### config.mk
export PLATFORM = sky130hd
export DESIGN_NAME = rational_arithmetic_unit_top
export DESIGN_NICKNAME = d
export VERILOG_FILES = /design/src/design/rau_pkg.sv /design/src/design/rau_mul.sv /design/src/design/rau_iter.sv /design/src/design/rational_arithmetic_unit_top.sv
export SDC_FILE = /design/constraint.sdc
export NUM_CORES = 2
export LEC_CHECK = 0
export ABC_CLOCK_PERIOD_IN_PS = 11650
export BUFFER_PORTS_ARGS = -buffer_cell sky130_fd_sc_hd__clkbuf_2
export CAP_MARGIN = 40
export CORE_ASPECT_RATIO = 1.4
export CORE_MARGIN = 5
export CORE_UTILIZATION = 40
export DETAILED_ROUTE_END_ITERATION = 8
export PLACE_DENSITY = 0.52
export SYNTH_ARGS = -nofsm -noshare
export SYNTH_HDL_FRONTEND = slang
export SYNTH_SLANG_ARGS = --single-unit
### constraint.sdc
create_clock -name clock -period 11.65 [get_ports clock]
set_input_delay 1.165 -clock clock [delete_from_list [all_inputs] [get_ports clock]]
set_output_delay 1.165 -clock clock [all_outputs]
set_load 0.02 [all_outputs]
### src/design/rau_pkg.sv
`timescale 1ns / 1ps
// ----------------------------------------------------------------------------
// rau_pkg
// Shared widths, command and status codes, and the control word of the
// iterative gcd / divide unit.
// ----------------------------------------------------------------------------
package rau_pkg;

   localparam int RES_W    = 33;
   localparam int CMD_W    = 4;
   localparam int STATUS_W = 2;

   localparam logic [CMD_W-1:0] CMD_ADD      = 4'd0;
   localparam logic [CMD_W-1:0] CMD_ADD_RED  = 4'd1;
   localparam logic [CMD_W-1:0] CMD_SUB      = 4'd2;
   localparam logic [CMD_W-1:0] CMD_SUB_RED  = 4'd3;
   localparam logic [CMD_W-1:0] CMD_MUL      = 4'd4;
   localparam logic [CMD_W-1:0] CMD_MUL_RED  = 4'd5;
   localparam logic [CMD_W-1:0] CMD_DIV      = 4'd6;
   localparam logic [CMD_W-1:0] CMD_DIV_RED  = 4'd7;
   localparam logic [CMD_W-1:0] CMD_INVERSE  = 4'd8;
   localparam logic [CMD_W-1:0] CMD_NORMAL   = 4'd9;
   localparam logic [CMD_W-1:0] CMD_COMPARE  = 4'd10;

   localparam logic [STATUS_W-1:0] STS_OK       = 2'd0;
   localparam logic [STATUS_W-1:0] STS_DIV_ZERO = 2'd1;
   localparam logic [STATUS_W-1:0] STS_ZERO_DEN = 2'd2;

   typedef struct packed {
      logic start;
      logic div_mode;
   } rau_iter_ctl_type;

endpackage

### src/design/rau_mul.sv
`timescale 1ns / 1ps
// ----------------------------------------------------------------------------
// rau_mul
// Shared signed multiplier with a registered product.
// ----------------------------------------------------------------------------
module rau_mul #(
   parameter int OPW = 16
) (
   input  logic                  clock,
   input  logic signed [OPW-1:0] mul_a,
   input  logic signed [OPW-1:0] mul_b,
   output logic signed [2*OPW-1:0] product
);

   logic signed [2*OPW-1:0] product_ff;

   always_ff @(posedge clock) begin
      product_ff <= mul_a * mul_b;
   end

   assign product = product_ff;

endmodule

### src/design/rau_iter.sv
`timescale 1ns / 1ps
// ----------------------------------------------------------------------------
// rau_iter
// Iterative gcd (binary, one step per cycle) and restoring divider (one
// quotient bit per cycle) sharing one subtractor. Result is held in u_ff.
// ----------------------------------------------------------------------------
module rau_iter #(
   parameter int WIDTH = 33
) (
   input  logic                       clock,
   input  logic                       reset,
   input  rau_pkg::rau_iter_ctl_type  ctl,
   input  logic [WIDTH-1:0]           op_a,
   input  logic [WIDTH-1:0]           op_b,
   output logic                       done,
   output logic [WIDTH-1:0]           result
);
   import rau_pkg::*;

   localparam int CntW = $clog2(WIDTH + 1);

   logic             busy_ff, busy_in;
   logic             mode_ff, mode_in;
   logic             done_ff, done_in;
   logic [WIDTH-1:0] u_ff, u_in;
   logic [WIDTH-1:0] v_ff, v_in;
   logic [WIDTH-1:0] rem_ff, rem_in;
   logic [CntW-1:0]  k_ff, k_in;
   logic [CntW-1:0]  cnt_ff, cnt_in;

   logic [WIDTH:0]   sub_a;
   logic [WIDTH:0]   sub_b;
   logic [WIDTH+1:0] diff;
   logic [WIDTH+1:0] diff_neg;
   logic             borrow;
   logic             u_zero;
   logic             v_zero;

   // shared subtractor
   always_comb begin
      sub_b    = {1'b0, v_ff};
      sub_a    = mode_ff ? {rem_ff, u_ff[WIDTH-1]} : {1'b0, u_ff};
      diff     = {1'b0, sub_a} - {1'b0, sub_b};
      diff_neg = '0 - diff;
      borrow   = diff[WIDTH+1];
      u_zero   = (u_ff == '0);
      v_zero   = (v_ff == '0);
   end

   always_comb begin
      busy_in = busy_ff;
      mode_in = mode_ff;
      done_in = 1'b0;
      u_in    = u_ff;
      v_in    = v_ff;
      rem_in  = rem_ff;
      k_in    = k_ff;
      cnt_in  = cnt_ff;
      if (ctl.start) begin
         busy_in = 1'b1;
         mode_in = ctl.div_mode;
         u_in    = op_a;
         v_in    = op_b;
         rem_in  = '0;
         k_in    = '0;
         cnt_in  = '0;
      end else if (busy_ff) begin
         if (!mode_ff) begin
            if (u_zero || v_zero) begin
               u_in    = (u_ff | v_ff) << k_ff;
               busy_in = 1'b0;
               done_in = 1'b1;
            end else if (!u_ff[0] && !v_ff[0]) begin
               u_in = u_ff >> 1;
               v_in = v_ff >> 1;
               k_in = k_ff + CntW'(1);
            end else if (!u_ff[0]) begin
               u_in = u_ff >> 1;
            end else if (!v_ff[0]) begin
               v_in = v_ff >> 1;
            end else if (!borrow) begin
               u_in = diff[WIDTH-1:0];
            end else begin
               v_in = diff_neg[WIDTH-1:0];
            end
         end else begin
            rem_in = borrow ? sub_a[WIDTH-1:0] : diff[WIDTH-1:0];
            u_in   = {u_ff[WIDTH-2:0], ~borrow};
            cnt_in = cnt_ff + CntW'(1);
            if (cnt_ff == CntW'(WIDTH - 1)) begin
               busy_in = 1'b0;
               done_in = 1'b1;
            end
         end
      end
   end

   always_ff @(posedge clock) begin
      if (reset) begin
         busy_ff <= 1'b0;
         done_ff <= 1'b0;
      end else begin
         busy_ff <= busy_in;
         done_ff <= done_in;
      end
      mode_ff <= mode_in;
      u_ff    <= u_in;
      v_ff    <= v_in;
      rem_ff  <= rem_in;
      k_ff    <= k_in;
      cnt_ff  <= cnt_in;
   end

   assign done   = done_ff;
   assign result = u_ff;

endmodule

### src/design/rational_arithmetic_unit_top.sv
`timescale 1ns / 1ps
// Fraction arithmetic unit: one word in, one word out, one item at a time.
// Raw add, subtract, multiply, divide and compare pass a check state, three
// products through one registered multiplier, a form state and the load of
// the output register. Inverse skips the products; error and unused-command
// words go from the check straight to the output load. Reduced commands and
// normalize add a binary gcd on the (2*OPERAND_WIDTH+1)-bit magnitudes, one
// shift or subtract per cycle, and two restoring divisions by the gcd, of
// |num| and then of |den|, all through one shared subtractor. Input is
// stalled while an item is in flight; the next word is taken the cycle after
// the result is loaded. A finished result waits in the output register.
// ----------------------------------------------------------------------------
// rational_arithmetic_unit_top
// Add, subtract, multiply, divide, inverse, normalize and compare on signed
// fractions, with optional gcd reduction.
// ----------------------------------------------------------------------------
module rational_arithmetic_unit_top #(
   parameter int OPERAND_WIDTH = 16
) (
   input  logic                                clock,
   input  logic                                reset,
   input  logic                                req_valid,
   output logic                                req_stall,
   input  logic [rau_pkg::CMD_W-1:0]           req_command,
   input  logic signed [OPERAND_WIDTH-1:0]     req_a_num,
   input  logic signed [OPERAND_WIDTH-1:0]     req_a_den,
   input  logic signed [OPERAND_WIDTH-1:0]     req_b_num,
   input  logic signed [OPERAND_WIDTH-1:0]     req_b_den,
   output logic                                rsp_valid,
   input  logic                                rsp_stall,
   output logic signed [rau_pkg::RES_W-1:0]    rsp_res_num,
   output logic signed [rau_pkg::RES_W-1:0]    rsp_res_den,
   output logic                                rsp_less_or_equal,
   output logic [rau_pkg::STATUS_W-1:0]        rsp_status
);
   import rau_pkg::*;

   localparam int OpW   = OPERAND_WIDTH;
   localparam int ProdW = 2 * OpW;
   localparam int SumW  = ProdW + 1;

   typedef enum logic [3:0] {
      ST_IDLE,
      ST_CHECK,
      ST_MUL,
      ST_FORM,
      ST_REDUCE,
      ST_GCD_WAIT,
      ST_DIVN_WAIT,
      ST_DIVD_WAIT,
      ST_DONE
   } state_type;

   state_type                 state_ff;
   logic [CMD_W-1:0]          cmd_ff;
   logic signed [OpW-1:0]     a_num_ff;
   logic signed [OpW-1:0]     a_den_ff;
   logic signed [OpW-1:0]     b_num_ff;
   logic signed [OpW-1:0]     b_den_ff;
   logic [1:0]                mul_idx_ff;
   logic signed [ProdW-1:0]   p0_ff;
   logic signed [ProdW-1:0]   p1_ff;
   logic signed [ProdW-1:0]   p2_ff;
   logic signed [SumW-1:0]    fin_num_ff;
   logic signed [SumW-1:0]    fin_den_ff;
   logic                      fin_le_ff;
   logic [STATUS_W-1:0]       fin_status_ff;
   logic [SumW-1:0]           g_ff;
   logic                      rsp_valid_ff;
   logic signed [RES_W-1:0]   rsp_res_num_ff;
   logic signed [RES_W-1:0]   rsp_res_den_ff;
   logic                      rsp_le_ff;
   logic [STATUS_W-1:0]       rsp_status_ff;

   logic                      is_mul;
   logic                      is_div;
   logic                      uses_b;
   logic                      cmd_bad;
   logic                      zero_den;
   logic                      zero_div;
   logic                      do_reduce;
   logic                      skip_mul;
   logic signed [OpW-1:0]     mul_a;
   logic signed [OpW-1:0]     mul_b;
   logic signed [ProdW-1:0]   mul_p;
   logic signed [SumW-1:0]    form_num;
   logic signed [SumW-1:0]    form_den;
   logic                      cmp_le;
   logic [SumW-1:0]           num_mag;
   logic [SumW-1:0]           den_mag;
   logic [SumW-1:0]           quot_neg;
   rau_iter_ctl_type          iter_ctl;
   logic [SumW-1:0]           iter_a;
   logic [SumW-1:0]           iter_b;
   logic                      iter_done;
   logic [SumW-1:0]           iter_result;

   // command decode and operand checks
   always_comb begin
      is_mul    = (cmd_ff == CMD_MUL) || (cmd_ff == CMD_MUL_RED);
      is_div    = (cmd_ff == CMD_DIV) || (cmd_ff == CMD_DIV_RED);
      uses_b    = (cmd_ff != CMD_INVERSE) && (cmd_ff != CMD_NORMAL);
      skip_mul  = !uses_b;
      cmd_bad   = (cmd_ff > CMD_COMPARE);
      zero_den  = (a_den_ff == '0) || (uses_b && (b_den_ff == '0));
      zero_div  = (is_div && (b_num_ff == '0)) ||
                  ((cmd_ff == CMD_INVERSE) && (a_num_ff == '0));
      do_reduce = (cmd_ff == CMD_ADD_RED) || (cmd_ff == CMD_SUB_RED) ||
                  (cmd_ff == CMD_MUL_RED) || (cmd_ff == CMD_DIV_RED) ||
                  (cmd_ff == CMD_NORMAL);
   end

   // multiplier operand schedule
   always_comb begin
      case (mul_idx_ff)
         2'd0: begin
            mul_a = a_num_ff;
            mul_b = is_mul ? b_num_ff : b_den_ff;
         end
         2'd1: begin
            mul_a = b_num_ff;
            mul_b = a_den_ff;
         end
         default: begin
            mul_a = a_den_ff;
            mul_b = is_div ? b_num_ff : b_den_ff;
         end
      endcase
   end

   rau_mul #(
      .OPW (OpW)
   ) u_mul (
      .clock   (clock),
      .mul_a   (mul_a),
      .mul_b   (mul_b),
      .product (mul_p)
   );

   always_comb begin
      case (cmd_ff)
         CMD_ADD, CMD_ADD_RED: form_num = SumW'(p0_ff) + SumW'(p1_ff);
         CMD_SUB, CMD_SUB_RED: form_num = SumW'(p0_ff) - SumW'(p1_ff);
         CMD_INVERSE:          form_num = SumW'(a_den_ff);
         CMD_NORMAL:           form_num = SumW'(a_num_ff);
         default:              form_num = SumW'(p0_ff);
      endcase
      case (cmd_ff)
         CMD_INVERSE: form_den = SumW'(a_num_ff);
         CMD_NORMAL:  form_den = SumW'(a_den_ff);
         default:     form_den = SumW'(p2_ff);
      endcase
      if (a_den_ff[OpW-1] == b_den_ff[OpW-1]) begin
         cmp_le = (p0_ff <= p1_ff);
      end else begin
         cmp_le = (p0_ff >= p1_ff);
      end
   end

   always_comb begin
      num_mag  = fin_num_ff[SumW-1] ? (~fin_num_ff + SumW'(1)) : fin_num_ff;
      den_mag  = fin_den_ff[SumW-1] ? (~fin_den_ff + SumW'(1)) : fin_den_ff;
      quot_neg = '0 - iter_result;
   end

   // gcd, then |num|/g, then |den|/g
   always_comb begin
      iter_ctl.start    = (state_ff == ST_REDUCE) ||
                          (iter_done && ((state_ff == ST_GCD_WAIT) ||
                                         (state_ff == ST_DIVN_WAIT)));
      iter_ctl.div_mode = (state_ff != ST_REDUCE);
      case (state_ff)
         ST_REDUCE: begin
            iter_a = num_mag;
            iter_b = den_mag;
         end
         ST_GCD_WAIT: begin
            iter_a = num_mag;
            iter_b = iter_result;
         end
         default: begin
            iter_a = den_mag;
            iter_b = g_ff;
         end
      endcase
   end

   rau_iter #(
      .WIDTH (SumW)
   ) u_iter (
      .clock  (clock),
      .reset  (reset),
      .ctl    (iter_ctl),
      .op_a   (iter_a),
      .op_b   (iter_b),
      .done   (iter_done),
      .result (iter_result)
   );

   always_ff @(posedge clock) begin
      if (reset) begin
         state_ff     <= ST_IDLE;
         rsp_valid_ff <= 1'b0;
         mul_idx_ff   <= 2'd0;
      end else begin
         if (rsp_valid_ff && !rsp_stall && (state_ff != ST_DONE)) begin
            rsp_valid_ff <= 1'b0;
         end
         case (state_ff)
            ST_IDLE: begin
               if (req_valid) begin
                  cmd_ff   <= req_command;
                  a_num_ff <= req_a_num;
                  a_den_ff <= req_a_den;
                  b_num_ff <= req_b_num;
                  b_den_ff <= req_b_den;
                  state_ff <= ST_CHECK;
               end
            end
            ST_CHECK: begin
               fin_num_ff    <= '0;
               fin_den_ff    <= '0;
               fin_le_ff     <= 1'b0;
               fin_status_ff <= STS_OK;
               mul_idx_ff    <= 2'd0;
               if (cmd_bad) begin
                  state_ff <= ST_DONE;
               end else if (zero_den) begin
                  fin_status_ff <= STS_ZERO_DEN;
                  state_ff      <= ST_DONE;
               end else if (zero_div) begin
                  fin_status_ff <= STS_DIV_ZERO;
                  state_ff      <= ST_DONE;
               end else if (skip_mul) begin
                  state_ff <= ST_FORM;
               end else begin
                  state_ff <= ST_MUL;
               end
            end
            ST_MUL: begin
               case (mul_idx_ff)
                  2'd1:    p0_ff <= mul_p;
                  2'd2:    p1_ff <= mul_p;
                  2'd3:    p2_ff <= mul_p;
                  default: ;
               endcase
               mul_idx_ff <= mul_idx_ff + 2'd1;
               if (mul_idx_ff == 2'd3) begin
                  state_ff <= ST_FORM;
               end
            end
            ST_FORM: begin
               if (cmd_ff == CMD_COMPARE) begin
                  fin_le_ff <= cmp_le;
                  state_ff  <= ST_DONE;
               end else begin
                  fin_num_ff <= form_num;
                  fin_den_ff <= form_den;
                  state_ff   <= do_reduce ? ST_REDUCE : ST_DONE;
               end
            end
            ST_REDUCE: begin
               state_ff <= ST_GCD_WAIT;
            end
            ST_GCD_WAIT: begin
               if (iter_done) begin
                  g_ff     <= iter_result;
                  state_ff <= ST_DIVN_WAIT;
               end
            end
            ST_DIVN_WAIT: begin
               if (iter_done) begin
                  fin_num_ff <= fin_num_ff[SumW-1] ? quot_neg : iter_result;
                  state_ff   <= ST_DIVD_WAIT;
               end
            end
            ST_DIVD_WAIT: begin
               if (iter_done) begin
                  fin_den_ff <= fin_den_ff[SumW-1] ? quot_neg : iter_result;
                  state_ff   <= ST_DONE;
               end
            end
            ST_DONE: begin
               if (!rsp_valid_ff || !rsp_stall) begin
                  rsp_valid_ff   <= 1'b1;
                  rsp_res_num_ff <= RES_W'(fin_num_ff);
                  rsp_res_den_ff <= RES_W'(fin_den_ff);
                  rsp_le_ff      <= fin_le_ff;
                  rsp_status_ff  <= fin_status_ff;
                  state_ff       <= ST_IDLE;
               end
            end
            default: begin
               state_ff <= ST_IDLE;
            end
         endcase
      end
   end

   assign req_stall         = (state_ff != ST_IDLE);
   assign rsp_valid         = rsp_valid_ff;
   assign rsp_res_num       = rsp_res_num_ff;
   assign rsp_res_den       = rsp_res_den_ff;
   assign rsp_less_or_equal = rsp_le_ff;
   assign rsp_status        = rsp_status_ff;

   // error words carry no fraction
   assert property (@(posedge clock) disable iff (reset)
      (rsp_valid && (rsp_status != STS_OK)) |->
         ((rsp_res_num == '0) && (rsp_res_den == '0) && !rsp_less_or_equal))
      else $error("error word carries data");

   // a true compare flag only on an ok word with no fraction
   assert property (@(posedge clock) disable iff (reset)
      (rsp_valid && rsp_less_or_equal) |->
         ((rsp_status == STS_OK) && (rsp_res_den == '0)))
      else $error("compare flag on non-compare word");

   // the iterative unit finishes only when the sequencer waits for it
   assert property (@(posedge clock) disable iff (reset)
      iter_done |-> ((state_ff == ST_GCD_WAIT) || (state_ff == ST_DIVN_WAIT) ||
                     (state_ff == ST_DIVD_WAIT)))
      else $error("unexpected iterative unit done");

   // denominator is never zero, so the gcd is never zero
   assert property (@(posedge clock) disable iff (reset)
      ((state_ff == ST_GCD_WAIT) && iter_done) |-> (iter_result != '0))
      else $error("zero gcd");

   // an accepted word blocks the input until it is finished
   assert property (@(posedge clock) disable iff (reset)
      (req_valid && !req_stall) |=> (req_stall && (state_ff == ST_CHECK)))
      else $error("input not blocked after accept");

endmodule
==> results by group <==
Floorplan
  – Initial Util: 0.403
  – Die H: 391 um
  – Die area: 0.110 mm^2
  – Core area: 0.103 mm^2
  – Die W: 282 um
  – I/O pin count: around 140
  – FP Rows: 139

Finish
  – Area Overhead vs Synth: 9.61%
  – # fillers: 10100
  – Fraction of layout cells with a size suffix above 1: 0.104
  – Nets: 5015

Min path
  – HP Class: flip-flop to flip-flop

Synthesis
  – Syn_nets: approximately 5000
  – Top post-synthesis cells by area: edfxtp_1 (29%), fa_1 (13%), ha_1 (5.8%)
  – Yosys warns: 0
  – Syn_area_per_cell: just over 9 um^2
  – Synth unique cells: 104
  – Synth top area share: 0.292
  – Post-synthesis sequential area ratio: 0.333
  – Number of enable flip-flop cells after synthesis: 402
  – Cells after Synth: between 4000 and 5000
  – Synthesis-stage register bit count: 488
  – Synth area leader: edfxtp_1
  – Synthesized area: 0.0414 mm^2
  – Most used DFF post-synth: edfxtp_1
  – Synth async-reset ratio: 0

GRT
  – Tot GR Track Use: 0.251
  – Total global routing overflow: 0
  – First-pass GRT wire length: approximately 210000 um
  – Initial antenna violation count: 2
  – Number of global-route vias before repair: 34200
  – Largest net degree at the start of global routing: 78

Clock network
  – Setup Buffers After CTS: 0
  – Clock Latency Late Sink: between 0.6 and 0.7 ns
  – CTS Root Cell: clkbuf_16
  – CTS clk-pin slew, worst paths: 0.06 ns
  – CTS Buffer Depth: 3
  – Num CTS Buffers: 52
  – CTS tree: done
  – Clock sinks: 488
  – CTS Hold Bufs: 0
  – PostCTS Resize Cnt: 0
  – H-tree levels: 2

Worst setup path
  – Crit-path max cell delay: between 0.6 and 0.7 ns
  – Critical Path Fanout Max: 19
  – Crit path DAT: 9.29 ns
  – Crit start category: flip-flop
  – Delay-heaviest family, CP: adder cells
  – Req. time, crit path: 12.21 ns
  – Worst Path Class, Setup: flip-flop to flip-flop
  – Worst Path Buf+Inv: 6
  – Slowest stage cell, crit path: a221o_1
  – Most frequent cell on the critical path: fa_1
  – CP endpoint kind: flip-flop
  – R2r setup slk: 2.92 ns

Route
  – Initial DRC count: 2206
  – First drt pass iteration count: 5
  – Via-per-instance ratio: around 5.7
  – Wire per inst: roughly 24 um
  – ANT nets after route: 0
  – Vias: around 34000
  – Routed WL: 141000 um
  – # DRC: 0

STA
  – Post-route setup TNS: 0 ns
  – Final period util: 0.749
  – Fin. max-slew vios: 0
  – Final hold slack: 0.419 ns
  – Max Clock Freq: approximately 0.11 GHz
  – Endpoints failing hold: 0
  – Final min period: between 8 and 9 ns
  – Final setup viols: 0
  – Worst slew margin: 0.341
  – RSZ-0062 raised after global routing: no
  – Final WS setup: just under 3 ns
  – Worst Max-Slew Pin Slew: 0.989 ns
  – Clock Skew: approximately 0.032 ns

Placement
  – Detailed-placement wirelength estimate: 112000 um
  – Port Buffers: roughly 140
  – Post-place setup slack: a little over 3 ns
  – GP Congestion: 0.974

Outcome
  – Status: finished, final reports clean

Job
  – Max-cap viol count: 0
## worst register-to-register path, delay by kind of cell, from the launching register on
family          cells  cell delay [ns]
buf+inv             6             0.45
simple gates        6             1.41
fa+ha+maj           7             3.36
flops               1             0.58
compound gates     11             2.84
## cells in the mapped netlist (28+ instances only)
master,count
nand2_1,436
nor2_1,433
inv_1,421
edfxtp_1,402
a21oi_1,316
fa_1,265
clkbuf_1,240
ha_1,192
o21ai_0,183
xor2_1,107
xnor2_1,106
mux2i_1,103
nor3_1,101
dfxtp_1,86
o22ai_1,64
nand3_1,61
a211oi_1,60
mux2_2,51
a221oi_1,48
or3_1,44
nand2b_1,43
a21o_1,42
a221o_1,39
o31ai_1,38
nor4_1,36
o211ai_1,32
nand4_1,30
a31oi_1,29
or2_2,29
nor2b_1,28
## stage by stage
stage	std cells	cell area [um^2]	util
5_1_grt	5869	45400	0.442
2_1_floorplan	4479	41400	-
3_5_place_dp	5771	43600	0.424
6_report	5870	45400	0.442
4_1_cts	5869	45400	0.442
3_3_place_gp	5759	43400	0.423
## path summary, 6_finish.rpt
path,endpoint,depth (start not counted),startpoint
worst min-delay path,rsp_status[1],0,fin_status_ff[1]
worst max-delay path,u_mul.product[31],30,cmd_ff[1]
worst min register to register,rsp_status[1],0,fin_status_ff[1]
worst max register to register,u_mul.product[31],30,cmd_ff[1]
## cells in the final DEF, fill, tap and decap left out, drive strengths merged, types with 19 or more instances in the layout
master	count
nand2	436
nor2	433
inv	428
edfxtp	402
a21oi	317
fa	265
o21ai	207
clkbuf	205
ha	192
xor2	107
xnor2	107
nor3	105
mux2i	103
buf	100
dfxtp	86
o22ai	64
a211oi	64
nand3	61
mux2	51
a221oi	51
or3	44
nand2b	44
nor4	43
a21o	42
o31ai	41
a221o	39
o211ai	32
or2	31
nand4	30
nor2b	29
a31oi	29
and2	25
o21bai	24
o21a	23
clkinv	19
## cells by family (layout without fill, tap and decap cells)
kind of cell,after synthesis,after routing,share of synthesized area
buffers and inverters,711,762,0.0655
AO/OA/AOI/OAI,1101,1101,0.177
flip-flops,488,488,0.333
adder cells (fa/ha/maj),458,458,0.186
XOR/XNOR,214,214,0.0455
AND/OR/NAND/NOR,1352,1352,0.153
multiplexers,155,155,0.0393
other,0,1,0
## metal layers
layer | track usage | part of all wire | wire length [um]
met1 | 0.286 | 0.38 | 53500
met2 | 0.464 | 0.52 | 73400
met3 | 0.0207 | 0.037 | 5210
met4 | 0.136 | 0.065 | 9200
met5 | 0 | 0 | 0
## flip-flops by register name (all words and copies together) (netlist names), 2 cells and up
signal         flops
rsp_res_num       33
u_mul.product     32
u_iter.result     33
p0_ff             32
fin_den_ff        33
p1_ff             32
state_ff           4
mul_idx_ff         2
a_num_ff          16
u_iter.cnt_ff      6
rsp_res_den       33
u_iter.rem_ff     33
u_iter.k_ff        6
u_iter.v_ff       33
fin_status_ff      2
a_den_ff          16
g_ff              33
fin_num_ff        33
b_den_ff          16
p2_ff             32
rsp_status         2
cmd_ff             4
b_num_ff          16
## area by class of cell
cell class	count	area [um^2]	share of cell area
antenna	1	2.50	0.0000552
clock buffer	63	1400	0.0308
clock inverter	35	412	0.00907
inverter	422	1590	0.0350
multi-input combinational	3280	25000	0.551
sequential	488	13800	0.304
tap	1339	1680	0.0369
timing repair buffer	242	1510	0.0333
Power is not shown: default switching activity piles up to over one toggle a cycle in this logic, so the estimate is an artifact.
